===== config.mk =====
export PLATFORM = sky130hd
export DESIGN_NAME = fraction_add_sub_reduce
export DESIGN_NICKNAME = d
export VERILOG_FILES = /design/src/design/fas_pkg.sv /design/src/design/fas_mul.sv /design/src/design/fas_addsub.sv /design/src/design/fraction_add_sub_reduce.sv
export SDC_FILE = /design/constraint.sdc
export NUM_CORES = 2
export LEC_CHECK = 0
export BUFFER_PORTS_ARGS = -buffer_cell sky130_fd_sc_hd__buf_2
export CELL_PAD_IN_SITES_DETAIL_PLACEMENT = 0
export CELL_PAD_IN_SITES_GLOBAL_PLACEMENT = 2
export CORE_UTILIZATION = 46
export DETAILED_ROUTE_END_ITERATION = 6
export PLACE_DENSITY = 0.84
export SLEW_MARGIN = 20
export SYNTH_ARGS = -nofsm -noshare
export SYNTH_HDL_FRONTEND = slang
export SYNTH_SLANG_ARGS = --single-unit

===== constraint.sdc =====
create_clock -name clk -period 13.1 [get_ports clk]
set_input_delay 2.62 -clock clk [delete_from_list [all_inputs] [get_ports clk]]
set_output_delay 2.62 -clock clk [all_outputs]
set_load 0.01 [all_outputs]

===== src/design/fas_pkg.sv =====
// ----------------------------------------------------------------------------
// fas_pkg: shared types and constants for the fraction add/subtract block
// Beat structs for the request and response channels, field widths and the
// command codes.
// ----------------------------------------------------------------------------
package fas_pkg;

    // Width of a signed numerator operand; denominators are one bit narrower
    localparam int OPERAND_WIDTH = 16;
    localparam int RES_NUM_WIDTH = 32;
    localparam int RES_DEN_WIDTH = 30;

    // Command codes
    localparam logic CMD_ADD = 1'b0;
    localparam logic CMD_SUB = 1'b1;

    // One request beat: two fractions and the command
    typedef struct packed {
        logic                            cmd;
        logic signed [OPERAND_WIDTH-1:0] a_num;
        logic        [OPERAND_WIDTH-2:0] a_den;
        logic signed [OPERAND_WIDTH-1:0] b_num;
        logic        [OPERAND_WIDTH-2:0] b_den;
    } fas_req_t;

    // One response beat: reduced fraction
    typedef struct packed {
        logic signed [RES_NUM_WIDTH-1:0] res_num;
        logic        [RES_DEN_WIDTH-1:0] res_den;
    } fas_rsp_t;

endpackage


===== src/design/fas_mul.sv =====
// ----------------------------------------------------------------------------
// fas_mul: registered signed multiplier
// One signed WIDTH x WIDTH product per cycle, registered: each result appears in the cycle after its operands.
// ----------------------------------------------------------------------------
module fas_mul #(
    parameter int WIDTH = fas_pkg::OPERAND_WIDTH
) (
    input  logic                      clk,
    input  logic signed [WIDTH-1:0]   a,
    input  logic signed [WIDTH-1:0]   b,
    output logic signed [2*WIDTH-1:0] p
);

    // Product register, no reset needed on payload
    always_ff @(posedge clk)
    begin
        p <= a * b;
    end

endmodule


===== src/design/fas_addsub.sv =====
// ----------------------------------------------------------------------------
// fas_addsub: shared adder/subtractor
// Computes a + b or a - b in two's complement; the top bit of a difference of
// two nonnegative operands flags a borrow.
// ----------------------------------------------------------------------------
module fas_addsub #(
    parameter int WIDTH = 2 * fas_pkg::OPERAND_WIDTH + 1
) (
    input  logic [WIDTH-1:0] a,
    input  logic [WIDTH-1:0] b,
    input  logic             sub,
    output logic [WIDTH-1:0] y
);

    // Invert and carry in for subtraction
    assign y = a + (b ^ {WIDTH{sub}}) + WIDTH'(sub);

endmodule


===== src/design/fraction_add_sub_reduce.sv =====
// ----------------------------------------------------------------------------
// fraction_add_sub_reduce: rational add/subtract with reduction to lowest terms
//
// Request channel (req_valid/req_ready/req_data) carries one beat with cmd,
// a_num/a_den and b_num/b_den. Response channel (rsp_valid/rsp_ready/rsp_data)
// returns one beat per request: res_num/res_den, reduced, sign on numerator.
// A zero numerator gives 0/1. req_ready is high only while the sequencer idles.
// Steps after the accepting edge, W = OPERAND_WIDTH: three multiply states,
// sum and magnitude, stripping of shared and then further factors of two,
// one gcd step per cycle (shift, swap or subtract) plus a finishing step,
// two restoring divisions of 2W quotient bits each and a sign step. A zero
// numerator skips the stripping, the gcd and the divisions. req_ready returns
// as the result is loaded, so a new request is taken only once the previous
// one is finished.
// The gcd loop and the divisions share one adder/subtractor, which sets the
// rate; the three products share one registered multiplier.
// The result sits in an output register; if the receiver still stalls when
// the next result is ready, the sequencer holds in its sign step.
// Reset (rst_n low, asynchronous) returns to idle and drops rsp_valid.
// ----------------------------------------------------------------------------
module fraction_add_sub_reduce (
    input  logic              clk,
    input  logic              rst_n,
    input  logic              req_valid,
    output logic              req_ready,
    input  fas_pkg::fas_req_t req_data,
    output logic              rsp_valid,
    input  logic              rsp_ready,
    output fas_pkg::fas_rsp_t rsp_data
);

    localparam int W  = fas_pkg::OPERAND_WIDTH;
    localparam int MW = 2 * W;
    localparam int UW = MW + 1;
    localparam int CW = $clog2(MW + 1);

    typedef enum logic [3:0] {
        ST_IDLE,
        ST_MUL_L,
        ST_MUL_R,
        ST_MUL_D,
        ST_ACC,
        ST_MAG,
        ST_STRIP2,
        ST_STRIPX,
        ST_GCD,
        ST_DIVN,
        ST_DIVD,
        ST_SIGN
    } state_t;

    state_t               state_reg, state_next;
    logic                 rsp_valid_reg, rsp_valid_next;
    fas_pkg::fas_rsp_t    rsp_reg, rsp_next;
    fas_pkg::fas_req_t    req_reg, req_next;
    logic signed [MW-1:0] left_reg, left_next;
    logic signed [MW-1:0] right_reg, right_next;
    logic [MW-1:0]        den_reg, den_next;
    logic [MW-1:0]        num_reg, num_next;
    logic                 neg_reg, neg_next;
    logic [MW-1:0]        mag_reg, mag_next;
    logic [MW-1:0]        x_reg, x_next;
    logic [MW-1:0]        y_reg, y_next;
    logic [CW-1:0]        sh_reg, sh_next;
    logic [MW-1:0]        g_reg, g_next;
    logic [MW-1:0]        rem_reg, rem_next;
    logic [MW-1:0]        q_reg, q_next;
    logic [MW-1:0]        qn_reg, qn_next;
    logic [MW-1:0]        rd_reg, rd_next;
    logic [CW-1:0]        cnt_reg, cnt_next;

    logic signed [W-1:0]  mul_a, mul_b;
    logic signed [MW-1:0] mul_p;
    logic [UW-1:0]        au_a, au_b, au_y;
    logic                 au_sub;
    logic                 borrow;
    logic [UW-1:0]        div_shift;
    logic [MW-1:0]        div_q;
    logic                 div_last;
    logic signed [MW-1:0] rn_val;
    logic                 rsp_free;

    assign req_ready = (state_reg == ST_IDLE);
    assign rsp_valid = rsp_valid_reg;
    assign rsp_data  = rsp_reg;
    assign rsp_free  = !rsp_valid_reg || rsp_ready;

    // Shared multiplier
    fas_mul #(.WIDTH(W)) u_mul (
        .clk (clk),
        .a   (mul_a),
        .b   (mul_b),
        .p   (mul_p)
    );

    // Shared adder/subtractor
    fas_addsub #(.WIDTH(UW)) u_addsub (
        .a   (au_a),
        .b   (au_b),
        .sub (au_sub),
        .y   (au_y)
    );

    // Multiplier operand select
    always_comb
    begin
        unique case (state_reg)
            ST_MUL_L:
            begin
                mul_a = req_reg.a_num;
                mul_b = signed'({1'b0, req_reg.b_den});
            end
            ST_MUL_R:
            begin
                mul_a = req_reg.b_num;
                mul_b = signed'({1'b0, req_reg.a_den});
            end
            default:
            begin
                mul_a = signed'({1'b0, req_reg.a_den});
                mul_b = signed'({1'b0, req_reg.b_den});
            end
        endcase
    end

    // Adder/subtractor operand select
    assign div_shift = {rem_reg, q_reg[MW-1]};

    always_comb
    begin
        au_a   = '0;
        au_b   = '0;
        au_sub = 1'b1;
        unique case (state_reg) inside
            ST_ACC:
            begin
                au_a   = {left_reg[MW-1], left_reg};
                au_b   = {right_reg[MW-1], right_reg};
                au_sub = (req_reg.cmd == fas_pkg::CMD_SUB);
            end
            ST_MAG:
            begin
                au_b = {num_reg[MW-1], num_reg};
            end
            ST_GCD:
            begin
                au_a = {1'b0, y_reg};
                au_b = {1'b0, x_reg};
            end
            ST_DIVN, ST_DIVD:
            begin
                au_a = div_shift;
                au_b = {1'b0, g_reg};
            end
            ST_SIGN:
            begin
                au_b = {1'b0, qn_reg};
            end
            default:
            begin
                au_sub = 1'b1;
            end
        endcase
    end

    assign borrow   = au_y[UW-1];
    assign div_q    = {q_reg[MW-2:0], ~borrow};
    assign div_last = (cnt_reg == CW'(MW - 1));
    assign rn_val   = signed'(neg_reg ? au_y[MW-1:0] : qn_reg);

    // Sequencer next-state and datapath next values
    always_comb
    begin
        state_next     = state_reg;
        rsp_valid_next = rsp_valid_reg;
        rsp_next       = rsp_reg;
        req_next       = req_reg;
        left_next      = left_reg;
        right_next     = right_reg;
        den_next       = den_reg;
        num_next       = num_reg;
        neg_next       = neg_reg;
        mag_next       = mag_reg;
        x_next         = x_reg;
        y_next         = y_reg;
        sh_next        = sh_reg;
        g_next         = g_reg;
        rem_next       = rem_reg;
        q_next         = q_reg;
        qn_next        = qn_reg;
        rd_next        = rd_reg;
        cnt_next       = cnt_reg;

        if (rsp_valid_reg && rsp_ready)
        begin
            rsp_valid_next = 1'b0;
        end

        unique case (state_reg) inside
            ST_IDLE:
            begin
                if (req_valid)
                begin
                    req_next   = req_data;
                    state_next = ST_MUL_L;
                end
            end
            ST_MUL_L:
            begin
                state_next = ST_MUL_R;
            end
            ST_MUL_R:
            begin
                left_next  = mul_p;
                state_next = ST_MUL_D;
            end
            ST_MUL_D:
            begin
                right_next = mul_p;
                state_next = ST_ACC;
            end
            ST_ACC:
            begin
                den_next   = unsigned'(mul_p);
                num_next   = au_y[MW-1:0];
                state_next = ST_MAG;
            end
            ST_MAG:
            begin
                // Zero numerator goes straight to 0/1
                if (num_reg == '0)
                begin
                    neg_next   = 1'b0;
                    qn_next    = '0;
                    rd_next    = MW'(1);
                    state_next = ST_SIGN;
                end
                else
                begin
                    neg_next   = num_reg[MW-1];
                    mag_next   = num_reg[MW-1] ? au_y[MW-1:0] : num_reg;
                    x_next     = num_reg[MW-1] ? au_y[MW-1:0] : num_reg;
                    y_next     = den_reg;
                    sh_next    = '0;
                    state_next = ST_STRIP2;
                end
            end
            ST_STRIP2:
            begin
                // Remove common factors of two
                if (!x_reg[0] && !y_reg[0])
                begin
                    x_next  = x_reg >> 1;
                    y_next  = y_reg >> 1;
                    sh_next = sh_reg + CW'(1);
                end
                else
                begin
                    state_next = ST_STRIPX;
                end
            end
            ST_STRIPX:
            begin
                if (!x_reg[0])
                begin
                    x_next = x_reg >> 1;
                end
                else
                begin
                    state_next = ST_GCD;
                end
            end
            ST_GCD:
            begin
                // x stays odd; shift y, swap when x > y, else y -= x
                if (y_reg == '0)
                begin
                    g_next     = x_reg << sh_reg;
                    rem_next   = '0;
                    q_next     = mag_reg;
                    cnt_next   = '0;
                    state_next = ST_DIVN;
                end
                else if (!y_reg[0])
                begin
                    y_next = y_reg >> 1;
                end
                else if (borrow)
                begin
                    x_next = y_reg;
                    y_next = x_reg;
                end
                else
                begin
                    y_next = au_y[MW-1:0];
                end
            end
            ST_DIVN, ST_DIVD:
            begin
                // One restoring quotient bit per cycle
                rem_next = borrow ? div_shift[MW-1:0] : au_y[MW-1:0];
                q_next   = div_q;
                cnt_next = cnt_reg + CW'(1);
                if (div_last)
                begin
                    rem_next = '0;
                    cnt_next = '0;
                    if (state_reg == ST_DIVN)
                    begin
                        qn_next    = div_q;
                        q_next     = den_reg;
                        state_next = ST_DIVD;
                    end
                    else
                    begin
                        rd_next    = div_q;
                        state_next = ST_SIGN;
                    end
                end
            end
            ST_SIGN:
            begin
                // Apply sign and load the output register when it is free
                if (rsp_free)
                begin
                    rsp_next.res_num = fas_pkg::RES_NUM_WIDTH'(rn_val);
                    rsp_next.res_den = fas_pkg::RES_DEN_WIDTH'(rd_reg);
                    rsp_valid_next   = 1'b1;
                    state_next       = ST_IDLE;
                end
            end
            default:
            begin
                state_next = ST_IDLE;
            end
        endcase
    end

    // State and response register
    always_ff @(posedge clk or negedge rst_n)
    begin
        if (!rst_n)
        begin
            state_reg     <= ST_IDLE;
            rsp_valid_reg <= 1'b0;
            rsp_reg       <= '0;
        end
        else
        begin
            state_reg     <= state_next;
            rsp_valid_reg <= rsp_valid_next;
            rsp_reg       <= rsp_next;
        end
    end

    // Datapath registers
    always_ff @(posedge clk)
    begin
        req_reg   <= req_next;
        left_reg  <= left_next;
        right_reg <= right_next;
        den_reg   <= den_next;
        num_reg   <= num_next;
        neg_reg   <= neg_next;
        mag_reg   <= mag_next;
        x_reg     <= x_next;
        y_reg     <= y_next;
        sh_reg    <= sh_next;
        g_reg     <= g_next;
        rem_reg   <= rem_next;
        q_reg     <= q_next;
        qn_reg    <= qn_next;
        rd_reg    <= rd_next;
        cnt_reg   <= cnt_next;
    end

    // Checks
    a_busy_after_accept: assert property (@(posedge clk) disable iff (!rst_n)
        req_valid && req_ready |=> !req_ready)
        else $error("req_ready high right after an accepted beat");

    a_gcd_x_odd: assert property (@(posedge clk) disable iff (!rst_n)
        state_reg == ST_GCD |-> x_reg[0])
        else $error("gcd operand x not odd");

    a_div_rem_bound: assert property (@(posedge clk) disable iff (!rst_n)
        (state_reg == ST_DIVN || state_reg == ST_DIVD) |-> rem_reg < g_reg)
        else $error("division remainder not below divisor");

    a_div_nonzero: assert property (@(posedge clk) disable iff (!rst_n)
        (state_reg == ST_DIVN || state_reg == ST_DIVD) |-> g_reg != '0)
        else $error("division by zero gcd");

    a_sign_to_idle: assert property (@(posedge clk) disable iff (!rst_n)
        state_reg == ST_SIGN && rsp_free |=> rsp_valid && req_ready)
        else $error("result not posted after sign step");

endmodule


# After elaboration in Yosys (flattened, before gate mapping)
# Index checks and enable logic that the tools add are counted.
[word_totals]
inputBits = 67
regBits = 557
output_inout_bits = 64
wordCells = 143
[classes]
add_sub_neg = 4
bitwise_logic = 3
n_mul = 1
n_shift = 1
n_reduce_logical = 27
n_eq_ne = 27
muxes = 54
[ops]
columns = ["op", "n"]
rows = [
  ["$mux W32", 22],
  ["$pmux W32 S2", 3],
  ["$pmux W33 S5", 1],
  ["$pmux W32 S4", 1],
  ["$pmux W33 S3", 1],
  ["$pmux W32 S3", 1],
  ["$mux W30", 3],
  ["$logic_not A32 Y1", 2],
  ["$pmux W30 S2", 1],
  ["$pmux W4 S11", 1],
  ["$add A33 B1 Y33", 1],
  ["$add A33 B33 Y33", 1],
  ["$xor A33 B33 Y33", 1],
  ["$mul A16 B16 Y32", 1],
  ["$pmux W16 S2", 1],
  ["$shl A32 B6 Y32", 1],
  ["$mux W4", 7],
  ["$mux W6", 4],
  ["$ne A2 B2 Y1 const B", 12],
  ["$pmux W6 S2", 2],
  ["$eq A4 B3 Y1 const B", 4],
  ["$eq A4 B4 Y1 const B", 4],
  ["$mux W15", 1],
  ["$add A6 B1 Y6 const B", 2],
  ["other kinds (19)", 39],
]

# Depth between registers and ports, before layout
[depth]
ltp_word = 10
depth_mapped = 33
mapped_depth_nobuf = 29

# Cells and area by module
# Synthesis repeated with hierarchy kept, for this count alone.
[unflattened]
cells_unflattened = 3219
hier_area_um2 = 36120.9
[by_module_without_submodules]
columns = ["mod", "cells_each", "seq_area_each_um2", "instances", "area_per_inst_um2"]
rows = [
  ["fraction_add_sub_reduce", 1818, 15429.8, 1, 23616.4],
  ["fas_mul", 1110, 640.6, 1, 10483.8],
  ["fas_addsub", 291, 0.0, 1, 2020.7],
]

# Worst setup path after synthesis
# Ideal clock, no wire load.
[synth_timing]
kind = "reg2reg"
startpoint = "reg state_reg[0]"
endpoint = "reg x_reg[10], enable pin"
setup_ns = 0.476
path_stages_with_launch = 18
path_buffers = 4
arrival_time_ns = 7.659
synth_period_minus_slack_ns = 8.135
required_ns = 12.624
path_slack_ns = 4.965
cell_sequence = "dfrtp_1 > buf_2 > nor4b_2 > buf_2 > buf_1 > a221oi_1 > inv_1 > ha_1 > clkbuf_1 > and4_1 > nand4_1 > o32a_1 > a211o_1 > a211oi_1 > nor2_1 > nand2_1 > a21oi_1 > a311oi_1"
[synth_via]
elab_chain_cells = 8
word_cells_on_any_way = 23
classes_between = "2 x add/sub; 14 x eq/ne; 3 x mux; 1 x bitwise; 3 x reduce/logical"
[synth_lines]
columns = ["item", "line_no", "text"]
rows = [
  ["start, declared", "fraction_add_sub_reduce.sv:52", "state_t state_reg, state_next;"],
  ["start signal, assigned", "fraction_add_sub_reduce.sv:350", "state_reg <= state_next;"],
  ["$eq A4 B4 Y1", "n/a", ""],
  ["$reduce_or A2 Y1", "fraction_add_sub_reduce.sv:134", "unique case (state_reg) inside"],
  ["$pmux W33 S5", "fraction_add_sub_reduce.sv:134", ""],
  ["$xor A33 B33 Y33", "fas_addsub.sv:16", "assign y = a + (b ^ {WIDTH{sub}}) + WIDTH'(sub);"],
  ["$add A33 B33 Y33", "fas_addsub.sv:16", ""],
  ["$add A33 B1 Y33", "fas_addsub.sv:16", ""],
  ["$ne A2 B2 Y1 (no line)", "n/a", ""],
  ["$reduce_and A7 Y1 (no line) *", "n/a", ""],
  ["end signal, assigned", "fraction_add_sub_reduce.sv:366", "x_reg <= x_next;"],
  ["end, declared", "fraction_add_sub_reduce.sv:62", "logic [MW-1:0] x_reg, x_next;"],
]
# Every way passes the cells marked *; elsewhere a longest branch is shown, timed or not.
# A chain may end at the register's enable or synchronous reset.

# Worst setup path in the final report
[layout_timing]
startpoint = "reg state_reg[1]"
endpoint = "reg u_mul.p[24]"
[layout_via]
elab_chain_cells = 3
word_cells_on_any_way = 5
classes_between = "1 x mul; 2 x eq/ne; 2 x mux"
[layout_lines]
columns = ["item", "line_no", "text"]
rows = [
  ["$eq A4 B2 Y1 or $eq A4 B1 Y1 (tied branches)", "fraction_add_sub_reduce.sv:107", "unique case (state_reg)"],
  ["$pmux W16 S2 or $mux W15 (tied branches)", "fraction_add_sub_reduce.sv:107", ""],
  ["$mul A16 B16 Y32 *", "fas_mul.sv:17", "p <= a * b;"],
  ["end signal, assigned", "fas_mul.sv:17", ""],
  ["end, declared", "fas_mul.sv:11", "output logic signed [2*WIDTH-1:0] p"],
]
# Marks and branches as above.

==> flow_results.xml <==
<?xml version="1.0" encoding="UTF-8"?>
<metrics>
  <group name="grt">
    <metric name="grt_util_all_layers" unit="%">29.2</metric>
    <metric name="grt_first_pass_wirelength" unit="µm">170000</metric>
    <metric name="antenna_violations_before_repair" unit="">2</metric>
    <metric name="grt_pass1_vias" unit="">26700</metric>
    <metric name="grt_start_max_net_pins" unit="">129</metric>
    <metric name="grt_remaining_overflow" unit="">0</metric>
  </group>
  <group name="clock_tree">
    <metric name="cts-htree-levels" unit="">2</metric>
    <metric name="ctsResizeCount" unit="">0</metric>
    <metric name="cts.root.buffer_cell" unit="">sky130_fd_sc_hd__clkbuf_16</metric>
    <metric name="tritoncts" unit="">built</metric>
    <metric name="insertion_delay" unit="ns">0.66</metric>
    <metric name="cts.path.max_buffers" unit="">3</metric>
    <metric name="cts_sink_count" unit="">557</metric>
    <metric name="numCtsBuffers" unit="">60</metric>
    <metric name="clock_slew_seen_by_the_registers_of_the_worst_setup_and_hold_paths" unit="ns">0.06</metric>
    <metric name="ctsHoldBuffers" unit="">0</metric>
    <metric name="post_cts_buffers" unit="">0</metric>
  </group>
  <group name="setup_path">
    <metric name="required_worst_endpoint" unit="ns">13.62</metric>
    <metric name="worst-setup-path-type" unit="">register to register</metric>
    <metric name="critPathLaunchType" unit="">register</metric>
    <metric name="critPathArrivalTime" unit="ns">9.27</metric>
    <metric name="cp_slowest_stage_delay" unit="ns">0.91</metric>
    <metric name="rr_worst_depth" unit="">23</metric>
    <metric name="crit_family" unit="">adder cells</metric>
    <metric name="reg2reg_setup_slack" unit="ns">4.35</metric>
    <metric name="r2r_start" unit="">state_reg[1]</metric>
    <metric name="worst_r2r_endpoint" unit="">u_mul.p[24]</metric>
    <metric name="critPathMostFrequentCell" unit="">sky130_fd_sc_hd__fa_1</metric>
    <metric name="critical_path_peak_fanout" unit="">45</metric>
    <metric name="critical_path_buf_inv_count" unit="">5</metric>
    <metric name="crit_path_end_kind" unit="">register</metric>
    <metric name="worst_path_max_delay_cell" unit="">sky130_fd_sc_hd__mux2i_2</metric>
    <metric name="critical_path.cell_chain" unit="">nand2b_1 -&gt; nor3_2 -&gt; buf_4 -&gt; mux2i_2 -&gt; nor2_1 -&gt; fa_1 -&gt; inv_1 -&gt; fa_1 -&gt; fa_1 -&gt; fa_1 -&gt; inv_1 -&gt; fa_1 -&gt; inv_1 -&gt; fa_1 -&gt; inv_1 -&gt; ha_1 -&gt; nand3_1 -&gt; o41ai_1 -&gt; a41oi_1 -&gt; nor2b_1 -&gt; a221o_1 -&gt; a21oi_1 -&gt; xnor2_1</metric>
  </group>
  <group name="detailed_routing">
    <metric name="iteration_0_drc_markers" unit="">2581</metric>
    <metric name="viasPerCell" unit="">5.86</metric>
    <metric name="post_drt_wl_per_cell" unit="µm">25.9</metric>
    <metric name="remaining_drc_errors" unit="">0</metric>
    <metric name="vias" unit="">25700</metric>
    <metric name="drt_first_pass_iters" unit="">6</metric>
    <metric name="ant_nets" unit="">0</metric>
    <metric name="detail_route.wirelength" unit="µm">113000</metric>
  </group>
  <group name="cells_and_area">
    <metric name="largest_reg_flops" unit="">63</metric>
    <metric name="final_core_util" unit="%">51.6</metric>
    <metric name="final.fill_count" unit="">6829</metric>
    <metric name="num-nets-final" unit="">3736</metric>
    <metric name="syn_to_final_growth" unit="%">10.7</metric>
    <metric name="drive_gt1_share" unit="%">11.8</metric>
  </group>
  <group name="floorplanning">
    <metric name="coreArea" unit="mm²">0.0762</metric>
    <metric name="pin_count" unit="">131</metric>
    <metric name="initial_utilization" unit="%">46.6</metric>
    <metric name="die_y" unit="µm">280</metric>
    <metric name="die_area" unit="mm²">0.0783</metric>
    <metric name="dieWidth" unit="µm">280</metric>
    <metric name="floorplan.rows" unit="">101</metric>
  </group>
  <group name="sta">
    <metric name="final_min_period_over_clock_period" unit="%">66.8</metric>
    <metric name="fin_tns_setup" unit="ns">0</metric>
    <metric name="rsz0062_at_grt" unit="">no</metric>
    <metric name="tightestPinTransition" unit="ns">0.992</metric>
    <metric name="final.setup.worst_slack" unit="ns">4.35</metric>
    <metric name="finalCriticalPeriod" unit="ns">8.75</metric>
    <metric name="finalHoldViolCount" unit="">0</metric>
    <metric name="slew_viols_final" unit="">0</metric>
    <metric name="clock.fmax" unit="MHz">114</metric>
    <metric name="relSlewSlack" unit="%">32.6</metric>
    <metric name="timing.final.setup_violations" unit="">0</metric>
    <metric name="hold_ws" unit="ns">0.439</metric>
    <metric name="skew" unit="ns">0.0439</metric>
  </group>
  <group name="min_path">
    <metric name="timing.hold.worst.class" unit="">register to register</metric>
    <metric name="hold_start" unit="">rd_reg[12]</metric>
    <metric name="hold_path_end" unit="">rsp_data[12]</metric>
    <metric name="hold_path_depth" unit="">2</metric>
  </group>
  <group name="synth">
    <metric name="yosysSeqAreaShare" unit="%">45.2</metric>
    <metric name="synthDistinctLibCells" unit="">82</metric>
    <metric name="synth_fp_nets" unit="">3664</metric>
    <metric name="synth_edf_count" unit="">458</metric>
    <metric name="synth_flop_cell" unit="">sky130_fd_sc_hd__edfxtp_1</metric>
    <metric name="synth.ff_latch_count" unit="">557</metric>
    <metric name="post_synth_instance_area" unit="mm²">0.0355</metric>
    <metric name="synthesis.instances" unit="">3235</metric>
    <metric name="synthesis.yosys.warnings" unit="">0</metric>
    <metric name="avgSynthCellArea" unit="µm²">11.0</metric>
    <metric name="synthArstFlopShare" unit="%">12.0</metric>
  </group>
  <group name="placement">
    <metric name="port-buffer-count" unit="">130</metric>
    <metric name="post-place-ws" unit="ns">4.32</metric>
    <metric name="dp.final_hpwl" unit="µm">81800</metric>
    <metric name="gp_congestion" unit="">0.902</metric>
  </group>
  <group name="flow_run">
    <metric name="maxCapViolations" unit="">0</metric>
  </group>
  <group name="status">
    <metric name="status" unit="">completed</metric>
  </group>
</metrics>
-- worst max-delay path by stage --
stage / from / end / slack, ns / cells after the start
after floorplan: state_reg[0] / x_reg[10] / 4.96 / 17
after global placement: state_reg[0] / u_mul.p[24] / 4.00 / 24
after detailed placement: state_reg[0] / u_mul.p[24] / 4.32 / 24
after CTS: state_reg[1] / u_mul.p[24] / 4.30 / 23
after global routing: state_reg[0] / u_mul.p[24] / 3.93 / 24
final: state_reg[1] / u_mul.p[24] / 4.35 / 23
-- tightest hold or removal path, cell delays in order (launching register included) --
cell and delay, ns:
sky130_fd_sc_hd__edfxtp_1 0.32, sky130_fd_sc_hd__nand2_1 0.04, sky130_fd_sc_hd__nand2_1 0.05
-- per-stage QoR --
step,instance area [µm²],std cells
6_report,39300,4389
2_1_floorplan,35500,3235
4_1_cts,39300,4388
3_3_place_gp,37300,4274
5_1_grt,39300,4388
3_5_place_dp,37400,4275
-- logic make-up after synthesis --
logic type      Yosys count  share of synthesized area [%]
mux                     171                           5.83
flops                   557                           45.2
compound gates          565                           11.1
xor+xnor                101                           2.55
fa+ha+maj               362                           18.0
simple gates            955                           11.7
buf+inv                 524                           5.66
-- per-layer routing --
metal,vias up,track usage [%],part of all wire [%]
met5,-,0,0
met1,13000,38.3,40
met4,0,10.6,3.7
met2,1186,50.0,49
met3,199,3.39,7.0
li1,11400,-,-
-- cell usage after synthesis (16+ instances only) --
cell type | number | area share, %
sky130_fd_sc_hd__o21ai_0 | 105 | 1.5
sky130_fd_sc_hd__ha_1 | 115 | 4.1
sky130_fd_sc_hd__inv_1 | 352 | 3.7
sky130_fd_sc_hd__nor4_1 | 17 | 0.30
sky130_fd_sc_hd__xnor2_1 | 80 | 2.0
sky130_fd_sc_hd__mux4_2 | 24 | 1.5
sky130_fd_sc_hd__o21bai_1 | 17 | 0.36
sky130_fd_sc_hd__mux2i_1 | 100 | 2.8
sky130_fd_sc_hd__edfxtp_1 | 458 | 39
sky130_fd_sc_hd__nand2_1 | 482 | 5.1
sky130_fd_sc_hd__xor2_1 | 18 | 0.44
sky130_fd_sc_hd__dfrtp_1 | 67 | 4.7
sky130_fd_sc_hd__buf_1 | 18 | 0.19
sky130_fd_sc_hd__and2_1 | 69 | 1.2
sky130_fd_sc_hd__a21o_1 | 29 | 0.61
sky130_fd_sc_hd__dfxtp_1 | 32 | 1.8
sky130_fd_sc_hd__a22oi_1 | 155 | 3.3
sky130_fd_sc_hd__nor2b_1 | 16 | 0.28
sky130_fd_sc_hd__mux2_2 | 47 | 1.5
sky130_fd_sc_hd__a211oi_1 | 22 | 0.46
sky130_fd_sc_hd__a21oi_1 | 92 | 1.3
sky130_fd_sc_hd__nand3_1 | 53 | 0.75
sky130_fd_sc_hd__clkbuf_1 | 134 | 1.4
sky130_fd_sc_hd__nor3_1 | 19 | 0.27
sky130_fd_sc_hd__fa_1 | 247 | 14
sky130_fd_sc_hd__a222oi_1 | 24 | 0.68
sky130_fd_sc_hd__nor2_1 | 236 | 2.5
-- cell type report --
class | instances | area (µm²) | share of cell area, %
clock inverters | 21 | 201 | 0.512
well taps | 1030 | 1290 | 3.28
clock buffers | 92 | 1740 | 4.43
multi-input cells | 2154 | 17600 | 44.8
flip-flops and latches | 557 | 16100 | 40.9
repair buffers | 181 | 1070 | 2.72
diodes | 1 | 2.50 | 0.00636
inverters | 353 | 1330 | 3.37
-- placed cells by master (no fill, tap or decap), types with 12 or more instances in the layout --
cell and count:
sky130_fd_sc_hd__nand2_1 481, sky130_fd_sc_hd__edfxtp_1 458, sky130_fd_sc_hd__inv_1 352, sky130_fd_sc_hd__fa_1 247, sky130_fd_sc_hd__nor2_1 231, sky130_fd_sc_hd__a22oi_1 155
sky130_fd_sc_hd__buf_2 129, sky130_fd_sc_hd__ha_1 115, sky130_fd_sc_hd__o21ai_0 103, sky130_fd_sc_hd__mux2i_1 97, sky130_fd_sc_hd__a21oi_1 89, sky130_fd_sc_hd__xnor2_1 79
sky130_fd_sc_hd__dfrtp_1 67, sky130_fd_sc_hd__and2_1 66, sky130_fd_sc_hd__clkbuf_16 61, sky130_fd_sc_hd__nand3_1 53, sky130_fd_sc_hd__buf_4 50, sky130_fd_sc_hd__mux2_2 47
sky130_fd_sc_hd__dfxtp_1 32, sky130_fd_sc_hd__a21o_1 29, sky130_fd_sc_hd__a222oi_1 24, sky130_fd_sc_hd__mux4_2 24, sky130_fd_sc_hd__a211oi_1 22, sky130_fd_sc_hd__clkbuf_1 21
sky130_fd_sc_hd__xor2_1 18, sky130_fd_sc_hd__o21bai_1 17, sky130_fd_sc_hd__nor4_1 17, sky130_fd_sc_hd__nor2b_1 16, sky130_fd_sc_hd__nand2b_1 15, sky130_fd_sc_hd__nor3_1 15
sky130_fd_sc_hd__a221oi_1 12, sky130_fd_sc_hd__a31oi_1 12, sky130_fd_sc_hd__a221o_1 12, sky130_fd_sc_hd__nand4_1 12, sky130_fd_sc_hd__o22ai_1 12
Power is not shown: default switching activity piles up to over one toggle a cycle in this logic, so the estimate is an artifact.
